[src/pid_controller_clamped_terms_macros.svh]
// Assertion helpers shared by the PID block.
// Every check is clocked on i_clk and switched off while i_rst_n is low.
`ifndef PID_CONTROLLER_CLAMPED_TERMS_MACROS_SVH
`define PID_CONTROLLER_CLAMPED_TERMS_MACROS_SVH

// The condition holds, so the consequence holds in the same cycle.
`define PIDC_ASSERT_SAME(label, ante, cons, msg) \
    label: assert property (@(posedge i_clk) disable iff (!i_rst_n) \
        (ante) |-> (cons)) else $error(msg);

// The condition holds, so the consequence holds in the next cycle.
`define PIDC_ASSERT_NEXT(label, ante, cons, msg) \
    label: assert property (@(posedge i_clk) disable iff (!i_rst_n) \
        (ante) |=> (cons)) else $error(msg);

`endif

[src/pidc_pkg.sv]
package pidc_pkg;

    // Configuration register indexes.
    localparam int CFG_IDX_W = 3;
    localparam logic [CFG_IDX_W-1:0] CFG_KP   = 3'd0;
    localparam logic [CFG_IDX_W-1:0] CFG_KI   = 3'd1;
    localparam logic [CFG_IDX_W-1:0] CFG_KD   = 3'd2;
    localparam logic [CFG_IDX_W-1:0] CFG_DT   = 3'd3;
    localparam logic [CFG_IDX_W-1:0] CFG_PLIM = 3'd4;
    localparam logic [CFG_IDX_W-1:0] CFG_ILIM = 3'd5;
    localparam logic [CFG_IDX_W-1:0] CFG_DLIM = 3'd6;
    localparam logic [CFG_IDX_W-1:0] CFG_OLIM = 3'd7;

    // Register reset values.
    localparam logic signed [31:0] RST_KP   = 32'sd65536;
    localparam logic signed [31:0] RST_KI   = 32'sd65536;
    localparam logic signed [31:0] RST_KD   = 32'sd0;
    localparam logic [30:0]        RST_DT   = 31'd655;
    localparam logic [30:0]        RST_PLIM = 31'd65470464;
    localparam logic [30:0]        RST_ILIM = 31'd65470464;
    localparam logic [30:0]        RST_DLIM = 31'd32768000;
    localparam logic [30:0]        RST_OLIM = 31'd65470464;

    // Serial divider geometry: 64 dividend bits, two quotient bits a cycle.
    localparam int DIV_BITS    = 64;
    localparam int DIV_RADIX   = 2;
    localparam int DIV_CYCLES  = DIV_BITS / DIV_RADIX;
    localparam int DIV_CNT_W   = $clog2(DIV_CYCLES);

    // Microcode fields.
    localparam int STEP_W = 4;

    localparam logic [1:0] COND_NONE = 2'd0;
    localparam logic [1:0] COND_IN   = 2'd1;
    localparam logic [1:0] COND_DIV  = 2'd2;
    localparam logic [1:0] COND_OUT  = 2'd3;

    localparam logic [1:0] MUL_KP_ERR   = 2'd0;
    localparam logic [1:0] MUL_KI_DT    = 2'd1;
    localparam logic [1:0] MUL_ERR_KIDT = 2'd2;
    localparam logic [1:0] MUL_KD_DIFF  = 2'd3;

    localparam logic [3:0] WR_NONE  = 4'd0;
    localparam logic [3:0] WR_ERR   = 4'd1;
    localparam logic [3:0] WR_DELTA = 4'd2;
    localparam logic [3:0] WR_P     = 4'd3;
    localparam logic [3:0] WR_KIDT  = 4'd4;
    localparam logic [3:0] WR_ACC   = 4'd5;
    localparam logic [3:0] WR_DIFF  = 4'd6;
    localparam logic [3:0] WR_D     = 4'd7;
    localparam logic [3:0] WR_DRIVE = 4'd8;

    // Program addresses.
    localparam logic [STEP_W-1:0] ST_IDLE     = 4'd0;
    localparam logic [STEP_W-1:0] ST_DELTA    = 4'd1;
    localparam logic [STEP_W-1:0] ST_PROP     = 4'd2;
    localparam logic [STEP_W-1:0] ST_KIDT     = 4'd3;
    localparam logic [STEP_W-1:0] ST_IMUL     = 4'd4;
    localparam logic [STEP_W-1:0] ST_ACC      = 4'd5;
    localparam logic [STEP_W-1:0] ST_DIFF     = 4'd6;
    localparam logic [STEP_W-1:0] ST_DMUL     = 4'd7;
    localparam logic [STEP_W-1:0] ST_DTERM    = 4'd8;
    localparam logic [STEP_W-1:0] ST_DRIVE    = 4'd9;

    typedef struct packed {
        logic [1:0]        cond;
        logic              mul_en;
        logic [1:0]        mul_sel;
        logic [3:0]        wr_sel;
        logic              div_start;
        logic              jmp;
        logic [STEP_W-1:0] target;
    } t_ctrl;

    typedef struct packed {
        logic busy;
        logic done;
    } t_div_stat;

    function automatic t_ctrl f_word(input logic [1:0] cond, input logic mul_en,
                                     input logic [1:0] mul_sel, input logic [3:0] wr_sel,
                                     input logic div_start, input logic jmp,
                                     input logic [STEP_W-1:0] target);
        t_ctrl w;
        w.cond      = cond;
        w.mul_en    = mul_en;
        w.mul_sel   = mul_sel;
        w.wr_sel    = wr_sel;
        w.div_start = div_start;
        w.jmp       = jmp;
        w.target    = target;
        return w;
    endfunction

    // Control store. A step whose condition is false repeats.
    function automatic t_ctrl f_ucode(input logic [STEP_W-1:0] step);
        t_ctrl w;
        unique case (step)
            ST_IDLE:  w = f_word(COND_IN,   1'b0, MUL_KP_ERR,   WR_ERR,   1'b0, 1'b0, ST_IDLE);
            ST_DELTA: w = f_word(COND_NONE, 1'b1, MUL_KP_ERR,   WR_DELTA, 1'b0, 1'b0, ST_IDLE);
            ST_PROP:  w = f_word(COND_NONE, 1'b1, MUL_KI_DT,    WR_P,     1'b1, 1'b0, ST_IDLE);
            ST_KIDT:  w = f_word(COND_NONE, 1'b0, MUL_KP_ERR,   WR_KIDT,  1'b0, 1'b0, ST_IDLE);
            ST_IMUL:  w = f_word(COND_NONE, 1'b1, MUL_ERR_KIDT, WR_NONE,  1'b0, 1'b0, ST_IDLE);
            ST_ACC:   w = f_word(COND_NONE, 1'b0, MUL_KP_ERR,   WR_ACC,   1'b0, 1'b0, ST_IDLE);
            ST_DIFF:  w = f_word(COND_DIV,  1'b0, MUL_KP_ERR,   WR_DIFF,  1'b0, 1'b0, ST_IDLE);
            ST_DMUL:  w = f_word(COND_NONE, 1'b1, MUL_KD_DIFF,  WR_NONE,  1'b0, 1'b0, ST_IDLE);
            ST_DTERM: w = f_word(COND_NONE, 1'b0, MUL_KP_ERR,   WR_D,     1'b0, 1'b0, ST_IDLE);
            ST_DRIVE: w = f_word(COND_OUT,  1'b0, MUL_KP_ERR,   WR_DRIVE, 1'b0, 1'b1, ST_IDLE);
            default:  w = f_word(COND_NONE, 1'b0, MUL_KP_ERR,   WR_NONE,  1'b0, 1'b1, ST_IDLE);
        endcase
        return w;
    endfunction

    // Clamp a wide value to plus or minus a 31-bit magnitude.
    function automatic logic signed [31:0] f_clamp(input logic signed [63:0] v,
                                                   input logic [30:0] lim);
        logic signed [63:0] lim64;
        logic signed [63:0] r;
        lim64 = signed'({33'd0, lim});
        if (v > lim64) begin
            r = lim64;
        end else if (v < -lim64) begin
            r = -lim64;
        end else begin
            r = v;
        end
        return r[31:0];
    endfunction

endpackage

[src/pidc_div.sv]
// Unsigned restoring divider, two quotient bits per cycle.
module pidc_div
    import pidc_pkg::*;
(
    input  logic                i_clk,
    input  logic                i_rst_n,
    input  logic                i_start,
    input  logic [DIV_BITS-1:0] i_dividend,
    input  logic [30:0]         i_divisor,
    output t_div_stat           o_stat,
    output logic [DIV_BITS-1:0] o_quot
);

    logic [30:0]          r_rem;
    logic [30:0]          n_rem;
    logic [DIV_BITS-1:0]  r_work;
    logic [DIV_BITS-1:0]  n_work;
    logic [30:0]          r_div;
    logic [DIV_CNT_W-1:0] r_cnt;
    logic                 r_busy;
    logic                 r_done;
    logic [31:0]          trial;

    // The work register shifts dividend bits out at the top and quotient bits in.
    always_comb begin
        n_rem  = r_rem;
        n_work = r_work;
        trial  = '0;
        for (int k = 0; k < DIV_RADIX; k++) begin
            trial  = {n_rem, n_work[DIV_BITS-1]};
            n_work = {n_work[DIV_BITS-2:0], 1'b0};
            if (trial >= {1'b0, r_div}) begin
                trial     = trial - {1'b0, r_div};
                n_work[0] = 1'b1;
            end
            n_rem = trial[30:0];
        end
    end

    always_ff @(posedge i_clk) begin
        if (!i_rst_n) begin
            r_busy <= 1'b0;
            r_done <= 1'b0;
            r_cnt  <= '0;
        end else if (i_start) begin
            r_busy <= 1'b1;
            r_done <= 1'b0;
            r_cnt  <= '0;
        end else if (r_busy) begin
            r_cnt <= r_cnt + 1'b1;
            if (r_cnt == DIV_CNT_W'(DIV_CYCLES - 1)) begin
                r_busy <= 1'b0;
                r_done <= 1'b1;
            end
        end
    end

    always_ff @(posedge i_clk) begin
        if (i_start) begin
            r_rem  <= '0;
            r_work <= i_dividend;
            r_div  <= i_divisor;
        end else if (r_busy) begin
            r_rem  <= n_rem;
            r_work <= n_work;
        end
    end

    assign o_stat.busy = r_busy;
    assign o_stat.done = r_done;
    assign o_quot      = r_work;

endmodule

[config.mk]
export PLATFORM = sky130hd
export DESIGN_NAME = pidc_div
export DESIGN_NICKNAME = d
export VERILOG_FILES = /design/src/pid_controller_clamped_terms_macros.svh /design/src/pidc_pkg.sv /design/src/pidc_div.sv
export SDC_FILE = /design/constraint.sdc
export NUM_CORES = 1
export LEC_CHECK = 0
export ABC_AREA = 1
export BUFFER_PORTS_ARGS = -buffer_cell sky130_fd_sc_hd__buf_2
export CORE_MARGIN = 3
export CORE_UTILIZATION = 50
export CTS_BUF_LIST = sky130_fd_sc_hd__clkbuf_4 sky130_fd_sc_hd__clkbuf_8
export DETAILED_ROUTE_END_ITERATION = 10
export HOLD_SLACK_MARGIN = 0.1
export PLACE_DENSITY = 0.72
export SLEW_MARGIN = 5
export SYNTH_ARGS = -nofsm -noshare
export SYNTH_HDL_FRONTEND = slang
export SYNTH_SLANG_ARGS = --single-unit
[constraint.sdc]
create_clock -name i_clk -period 5 [get_ports i_clk]
set_input_delay 0.5 -clock i_clk [delete_from_list [all_inputs] [get_ports i_clk]]
set_output_delay 0.5 -clock i_clk [all_outputs]
set_load 0.02 [all_outputs]
==> results of run 1 <==
per-stage QoR:
step | std cells | utilization
6_report | 1952 | 0.5931
5_1_grt | 1952 | 0.5931
2_1_floorplan | 1516 | -
4_1_cts | 1951 | 0.5905
3_5_place_dp | 1919 | 0.5688
3_3_place_gp | 1919 | 0.5688
power by group through the flow:
stage | clock network (mW) | logic [mW] | registers (mW)
finish | 0.988 | 0.539 | 1.31
global route | 1.06 | 0.601 | 1.33
CTS | 1.01 | 0.537 | 1.31
detailed placement | 0 | 0.535 | 1.34
global placement | 0 | 0.531 | 1.34
floorplan | 0 | 0.279 | 1.40
synth_stat cells, drive strengths merged, types with 2 or more instances:
cell type	n
nand2	646
inv	231
nand3	119
edfxtp	95
nor2	94
ha	64
a21oi	55
dfxtp	38
xnor2	29
o21ai	21
buf	20
clkbuf	17
or2	14
o21bai	11
xor2	11
nor3	10
nand3b	7
a31oi	5
nand4	5
and2	4
a21boi	3
nor4	3
o211ai	3
a21o	2
clkinv	2
fa	2
o21a	2
final timing paths:
path	from	end	slack (ns)	cells after the start
worst max-delay path	o_quot[63]	r_rem[8]	0.52	30
worst min-delay path	i_divisor[22]	r_div[22]	0.23	1
worst max register to register	o_quot[63]	r_rem[8]	0.52	30
worst min register to register	r_cnt[4]	r_cnt[4]	0.47	2
registers in the layout, summed over array words and instances, names as in the netlist:
| name | count |
|---|---|
| r_cnt | 5 |
| r_div | 31 |
| r_busy | 1 |
| o_quot | 64 |
| r_done | 1 |
| r_rem | 31 |
area by class of cell:
class / count / share of cell area
clock buffers: 18 / 0.02065
clock inverters: 14 / 0.01594
inverters: 233 / 0.07489
multi-input cells: 1114 / 0.4718
flip-flops and latches: 133 / 0.3090
well taps: 265 / 0.02835
repair buffers: 175 / 0.07938
logic make-up (layout without fill, tap and decap cells):
group | after synthesis | count (layout) | share of synthesized area
AO/OA/AOI/OAI | 104 | 104 | 0.05824
AND/OR/NAND/NOR | 903 | 904 | 0.3618
XOR/XNOR | 40 | 40 | 0.03440
flip-flops | 133 | 133 | 0.3548
buffers and inverters | 270 | 440 | 0.1081
adder cells (fa/ha/maj) | 66 | 66 | 0.08257
per-layer routing:
| metal | track usage | wire length [um] |
|---|---|---|
| met5 | 0 | 0 |
| met3 | 0.05302 | 2143 |
| met1 | 0.3735 | 13140 |
| met2 | 0.4146 | 12820 |
| met4 | 0.06467 | 460 |
==> impl_metrics.xml, run 1 <==
<?xml version="1.0" encoding="UTF-8"?>
<metrics>
  <group name="status">
    <metric name="run_status" unit="">complete, no violations</metric>
  </group>
  <group name="yosys">
    <metric name="ys_dominant_reg_cell" unit="">edfxtp_1</metric>
    <metric name="synth-edff-count" unit="">95</metric>
    <metric name="ys_ff_latch" unit="">133</metric>
    <metric name="post_synth_instance_area" unit="mm2">0.01018</metric>
    <metric name="synth.distinct_cells" unit="">43</metric>
    <metric name="postSynth.asyncResetShare" unit="">0</metric>
    <metric name="syn_nets" unit="">1680</metric>
    <metric name="syn-mean-instance-area" unit="um2">6.717</metric>
    <metric name="yosysSeqAreaShare" unit="">0.3548</metric>
    <metric name="synth_top_area_share" unit="">0.2801</metric>
    <metric name="synth_top_cell_by_area" unit="">edfxtp_1</metric>
    <metric name="synth_top_cells_by_area" unit="">edfxtp_1 (28%), nand2_1 (24%), inv_1 (8.4%), ha_1 (7.9%), dfxtp_1 (7.5%)</metric>
    <metric name="synth_warnings" unit="">0</metric>
    <metric name="syn-instance-count" unit="">1516</metric>
  </group>
  <group name="global_routing">
    <metric name="gr-usage-all-layers" unit="">0.2631</metric>
    <metric name="grt_antenna_before_repair" unit="">0</metric>
    <metric name="grt_pass1_wl" unit="mm">46.89</metric>
    <metric name="overflow" unit="">0</metric>
    <metric name="grt_pass1_vias" unit="">9430</metric>
    <metric name="grt_max_degree" unit="">82</metric>
  </group>
  <group name="placed_design">
    <metric name="place_area" unit="mm2">0.01121</metric>
    <metric name="number_of_i_o_port_buffers" unit="">163</metric>
    <metric name="dp_hpwl" unit="mm">22.84</metric>
    <metric name="globalplace.congestion" unit="">0.9649</metric>
    <metric name="pre_cts_slack" unit="ns">0.3217</metric>
  </group>
  <group name="final_layout">
    <metric name="drive_gt1_frac" unit="">0.1429</metric>
    <metric name="nNetsFinal" unit="">1838</metric>
    <metric name="fill_cells" unit="">1877</metric>
    <metric name="layout.cells.most_common_list" unit="">nand2_1 (643), inv_1 (226), buf_2 (162)</metric>
    <metric name="antenna_cells" unit="">0</metric>
    <metric name="multiInputGateArea" unit="mm2">0.005518</metric>
    <metric name="seqCellArea" unit="mm2">0.003613</metric>
    <metric name="synthToLayoutAreaGrowth" unit="%">14.84</metric>
    <metric name="final_common_cell" unit="">nand2_1</metric>
    <metric name="design_area" unit="mm2">0.01170</metric>
  </group>
  <group name="sta">
    <metric name="total_of_endpoints_with_negative_setup_slack_in_the_final_report" unit="">0</metric>
    <metric name="hold_fails_final_rpt" unit="">0</metric>
    <metric name="slew_violations" unit="">0</metric>
    <metric name="setup_slack" unit="ns">0.5211</metric>
    <metric name="period_share" unit="">0.8958</metric>
    <metric name="unrepaired_setup_endpoints_after_global_routing" unit="">false</metric>
    <metric name="holdWs" unit="ns">0.2271</metric>
    <metric name="tightestPinTransition" unit="ns">0.8828</metric>
    <metric name="setup-tns-final" unit="ns">0</metric>
    <metric name="max-slew-margin-rel" unit="">0.4114</metric>
    <metric name="achievable-frequency" unit="GHz">0.2233</metric>
    <metric name="finalClockSkew" unit="ns">0.01298</metric>
    <metric name="final_period_minus_worst_setup_slack" unit="ns">4.479</metric>
  </group>
  <group name="clocking">
    <metric name="clock_insertion_delay_worst_skew" unit="ns">0.44</metric>
    <metric name="sinks_on_the_clock_net" unit="">133</metric>
    <metric name="postCtsResizedCells" unit="">0</metric>
    <metric name="htreeDepth" unit="">4</metric>
    <metric name="numCtsBuffers" unit="">17</metric>
    <metric name="cts_max_path_buffers" unit="">2</metric>
    <metric name="clockRootBuffer" unit="">clkbuf_8</metric>
    <metric name="cts_tree" unit="">yes</metric>
    <metric name="clk_transition_reported_paths" unit="ns">0.09</metric>
    <metric name="post_cts_hold_buffer_count" unit="">0</metric>
    <metric name="cts_setup_buffers" unit="">0</metric>
  </group>
  <group name="setup_path">
    <metric name="top_fanout_value_on_the_critical_path" unit="">24</metric>
    <metric name="worst_setup_path_end_kind" unit="">flop</metric>
    <metric name="critical-path-max-stage-delay" unit="ns">0.44</metric>
    <metric name="timing.critical_path.mode_cell" unit="">nand2_1</metric>
    <metric name="startpoint_type" unit="">flop</metric>
    <metric name="cp_num_buf_inv" unit="">4</metric>
    <metric name="critical-path-slowest-cell" unit="">fa_1</metric>
    <metric name="critical_path_required" unit="ns">5.34</metric>
    <metric name="crit_type" unit="">reg2reg</metric>
    <metric name="cp_data_arrival_time" unit="ns">4.82</metric>
    <metric name="largest_delay_share_family_worst_path" unit="">simple AND/OR/NAND/NOR gates</metric>
  </group>
  <group name="drt">
    <metric name="totalWireLength" unit="mm">28.56</metric>
    <metric name="drt_first_pass_iters" unit="">5</metric>
    <metric name="detail_route.wl_per_cell" unit="um">14.63</metric>
    <metric name="route.antenna.remaining_nets" unit="">0</metric>
    <metric name="post_drt_via_cell_ratio" unit="">5.047</metric>
    <metric name="routed-via-count" unit="">9852</metric>
    <metric name="drc_violation_total_after_the_first_tritonroute_iteration" unit="">722</metric>
    <metric name="drc" unit="">0</metric>
  </group>
  <group name="power_and_ir_drop">
    <metric name="switchingPower" unit="uW">874.9</metric>
    <metric name="internal_power" unit="mW">1.967</metric>
    <metric name="worst_voltage_drop_across_the_vdd_grid" unit="V">0.0001842</metric>
    <metric name="power.switching_fraction" unit="">0.3079</metric>
    <metric name="p_total" unit="mW">2.842</metric>
    <metric name="power_leakage" unit="nW">6.569</metric>
    <metric name="power.share.sequential" unit="">0.463</metric>
    <metric name="powerDensity" unit="mW/mm2">243.0</metric>
    <metric name="pwr-share-clk" unit="">0.348</metric>
    <metric name="power.combinational.fraction" unit="">0.190</metric>
  </group>
  <group name="floorplan">
    <metric name="start_util" unit="">0.5165</metric>
    <metric name="design.core.area" unit="mm2">0.01972</metric>
    <metric name="chip_width" unit="um">148.7</metric>
    <metric name="num_rows" unit="">51</metric>
    <metric name="top_level_ports" unit="">164</metric>
    <metric name="die_y" unit="um">148.7</metric>
    <metric name="die_area" unit="mm2">0.02212</metric>
  </group>
  <group name="run">
    <metric name="maxCapViolations" unit="">0</metric>
  </group>
  <group name="min_path">
    <metric name="worst_hold_path_type" unit="">in2reg</metric>
  </group>
</metrics>
Note: power is estimated with default switching activity, not from simulation.
==> inputs of run 2 (changes only) <==
- clock period: 5 -> 5.5 ns (I/O delays scaled with it)
==> run 2 against run 1 <==
- cell area is 0.97% lower
- first-iteration DRC count is 14% higher
- largest cell class unchanged
- global-route usage is 0.24 points lower
- combinational power is 9.5% lower
- critical path depth stayed put
- register-to-register slack hardly changed
- non-clock buffer count is 5 lower
- fmax is 10% lower
==> impl_metrics.xml, run 2 (same netlist as run 1, synthesis figures left out) <==
<?xml version="1.0" encoding="UTF-8"?>
<metrics>
  <group name="status">
    <metric name="run_status" unit="">complete, no violations</metric>
  </group>
  <group name="setup_path">
    <metric name="crit_type" unit="">reg2reg</metric>
    <metric name="critical-path-slowest-cell" unit="">fa_1</metric>
    <metric name="timing.critical_path.mode_cell" unit="">nand2_1</metric>
    <metric name="startpoint_type" unit="">flop</metric>
    <metric name="cp_data_arrival_time" unit="ns">5.31</metric>
    <metric name="reg2reg_depth" unit="">30</metric>
    <metric name="top_fanout_value_on_the_critical_path" unit="">39</metric>
    <metric name="critical-path-max-stage-delay" unit="ns">0.42</metric>
    <metric name="critical_path_required" unit="ns">5.83</metric>
    <metric name="worst_setup_path_end_kind" unit="">flop</metric>
  </group>
  <group name="power_and_ir_drop">
    <metric name="p_total" unit="mW">2.549</metric>
    <metric name="worst_voltage_drop_across_the_vdd_grid" unit="V">0.0002002</metric>
    <metric name="power_leakage" unit="nW">6.512</metric>
    <metric name="powerDensity" unit="mW/mm2">220.1</metric>
  </group>
  <group name="placed_design">
    <metric name="place_area" unit="mm2">0.01116</metric>
    <metric name="place.detailed.instances" unit="">1914</metric>
    <metric name="number_of_i_o_port_buffers" unit="">163</metric>
    <metric name="globalplace.congestion" unit="">1.026</metric>
    <metric name="dp_hpwl" unit="mm">22.71</metric>
    <metric name="pre_cts_slack" unit="ns">0.4484</metric>
  </group>
  <group name="sta">
    <metric name="achievable-frequency" unit="GHz">0.2006</metric>
    <metric name="hold_fails_final_rpt" unit="">0</metric>
    <metric name="period_share" unit="">0.9063</metric>
    <metric name="final_period_minus_worst_setup_slack" unit="ns">4.984</metric>
    <metric name="setup-tns-final" unit="ns">0</metric>
    <metric name="tightestPinTransition" unit="ns">1.005</metric>
    <metric name="setup_slack" unit="ns">0.5156</metric>
    <metric name="total_of_endpoints_with_negative_setup_slack_in_the_final_report" unit="">0</metric>
    <metric name="max-slew-margin-rel" unit="">0.3298</metric>
    <metric name="finalClockSkew" unit="ns">0.01552</metric>
    <metric name="slew_violations" unit="">0</metric>
    <metric name="holdWs" unit="ns">0.2768</metric>
    <metric name="unrepaired_setup_endpoints_after_global_routing" unit="">false</metric>
  </group>
  <group name="floorplan">
    <metric name="num_rows" unit="">51</metric>
    <metric name="chip_width" unit="um">148.7</metric>
    <metric name="start_util" unit="">0.5165</metric>
    <metric name="die_y" unit="um">148.7</metric>
    <metric name="top_level_ports" unit="">164</metric>
    <metric name="die_area" unit="mm2">0.02212</metric>
    <metric name="design.core.area" unit="mm2">0.01972</metric>
  </group>
  <group name="drt">
    <metric name="drc" unit="">0</metric>
    <metric name="route.antenna.remaining_nets" unit="">0</metric>
    <metric name="met1Wirelength" unit="mm">12.90</metric>
    <metric name="routed-via-count" unit="">9927</metric>
    <metric name="detail_route.wl_per_cell" unit="um">14.71</metric>
    <metric name="uppermost_layer_routed" unit="">met5</metric>
    <metric name="met2RoutedLength" unit="mm">12.62</metric>
    <metric name="post_drt_via_cell_ratio" unit="">5.101</metric>
    <metric name="totalWireLength" unit="mm">28.62</metric>
    <metric name="drc_violation_total_after_the_first_tritonroute_iteration" unit="">825</metric>
    <metric name="route.met3.wl" unit="mm">2.487</metric>
    <metric name="drt_first_pass_iters" unit="">5</metric>
  </group>
  <group name="clocking">
    <metric name="post_cts_hold_buffer_count" unit="">0</metric>
    <metric name="sinks_on_the_clock_net" unit="">133</metric>
    <metric name="clk_transition_reported_paths" unit="ns">0.09</metric>
    <metric name="cts_max_path_buffers" unit="">2</metric>
    <metric name="clock_insertion_delay_worst_skew" unit="ns">0.44</metric>
    <metric name="cts_tree" unit="">yes</metric>
    <metric name="htreeDepth" unit="">4</metric>
    <metric name="numCtsBuffers" unit="">17</metric>
    <metric name="clockRootBuffer" unit="">clkbuf_8</metric>
    <metric name="cts_setup_buffers" unit="">0</metric>
  </group>
  <group name="min_path">
    <metric name="worstHoldPathCells" unit="">1</metric>
    <metric name="worst_hold_path_type" unit="">in2reg</metric>
  </group>
  <group name="global_routing">
    <metric name="grt_antenna_before_repair" unit="">1</metric>
    <metric name="grt_pass1_wl" unit="mm">46.36</metric>
    <metric name="gr-usage-all-layers" unit="">0.2607</metric>
    <metric name="overflow" unit="">0</metric>
    <metric name="grt_max_degree" unit="">91</metric>
    <metric name="grt_pass1_vias" unit="">9405</metric>
  </group>
  <group name="final_layout">
    <metric name="nNetsFinal" unit="">1832</metric>
    <metric name="design_area" unit="mm2">0.01158</metric>
    <metric name="final_common_cell" unit="">nand2_1</metric>
    <metric name="synthToLayoutAreaGrowth" unit="%">13.72</metric>
    <metric name="layout.cells.most_common_list" unit="">nand2_1 (644), inv_1 (226), buf_2 (162)</metric>
    <metric name="largest_reg_flops" unit="">64</metric>
    <metric name="drive_gt1_frac" unit="">0.1362</metric>
    <metric name="seqCellArea" unit="mm2">0.003613</metric>
    <metric name="layout.core_utilization" unit="">0.5873</metric>
    <metric name="antenna_cells" unit="">0</metric>
    <metric name="final-instance-count-excl-fill" unit="">1946</metric>
    <metric name="multiInputGateArea" unit="mm2">0.005482</metric>
    <metric name="fill_cells" unit="">1890</metric>
  </group>
  <group name="run">
    <metric name="maxCapViolations" unit="">0</metric>
  </group>
</metrics>
run 2: cell types whose count changed in the layout (fill, tap and decap cells not counted), moves of 2 or more:
cell	delta
buf_4	-3
clkinv_1	+2
nand2_4	-2
nor2_1	+2
nor2_2	-2
run 2: layout make-up:
cell class / count / area share
inverter: 233 / 0.07552
multi-input combinational: 1113 / 0.4733
clock buffer: 17 / 0.02020
clock inverter: 15 / 0.01513
timing repair buffer: 170 / 0.07519
tap: 265 / 0.02863
sequential: 133 / 0.3120
run 2: worst paths after layout:
path / from / slack (ns) / to
setup reg to reg: o_quot[63] / 0.52 / r_rem[6]
hold / removal: i_divisor[19] / 0.28 / r_div[19]
hold reg to reg: r_done / 0.47 / r_done
setup / recovery: o_quot[63] / 0.52 / r_rem[6]
run 2: metal layers:
layer  track usage  up-vias
li1              -     5058
met1        0.3684     4411
met2        0.4065      411
met3       0.05698       45
met4       0.07067        2
met5             0        -
run 2: what timing repair did:
| item | CTS | global route |
|---|---|---|
| endpoints found under the setup margin | 0 | 31 |
| resized for setup | 0 | 2 |
| hold endpoints to repair | 0 | 0 |
run 2: where the power goes:
part	switching (mW)	internal [mW]	total [mW]
Clock	0.414	0.451	0.865
Sequential	0.0365	1.16	1.20
Combinational	0.327	0.161	0.488
Total	0.777	1.77	2.55
run 2: critical path: cells and delay by family (launching register included):
family / cells / cell delay [ns]
AO/OA/AOI/OAI: 2 / 0.43
AND/OR/NAND/NOR: 20 / 2.17
flip-flops: 1 / 0.38
buffers and inverters: 5 / 0.94
adder cells (fa/ha/maj): 3 / 0.90
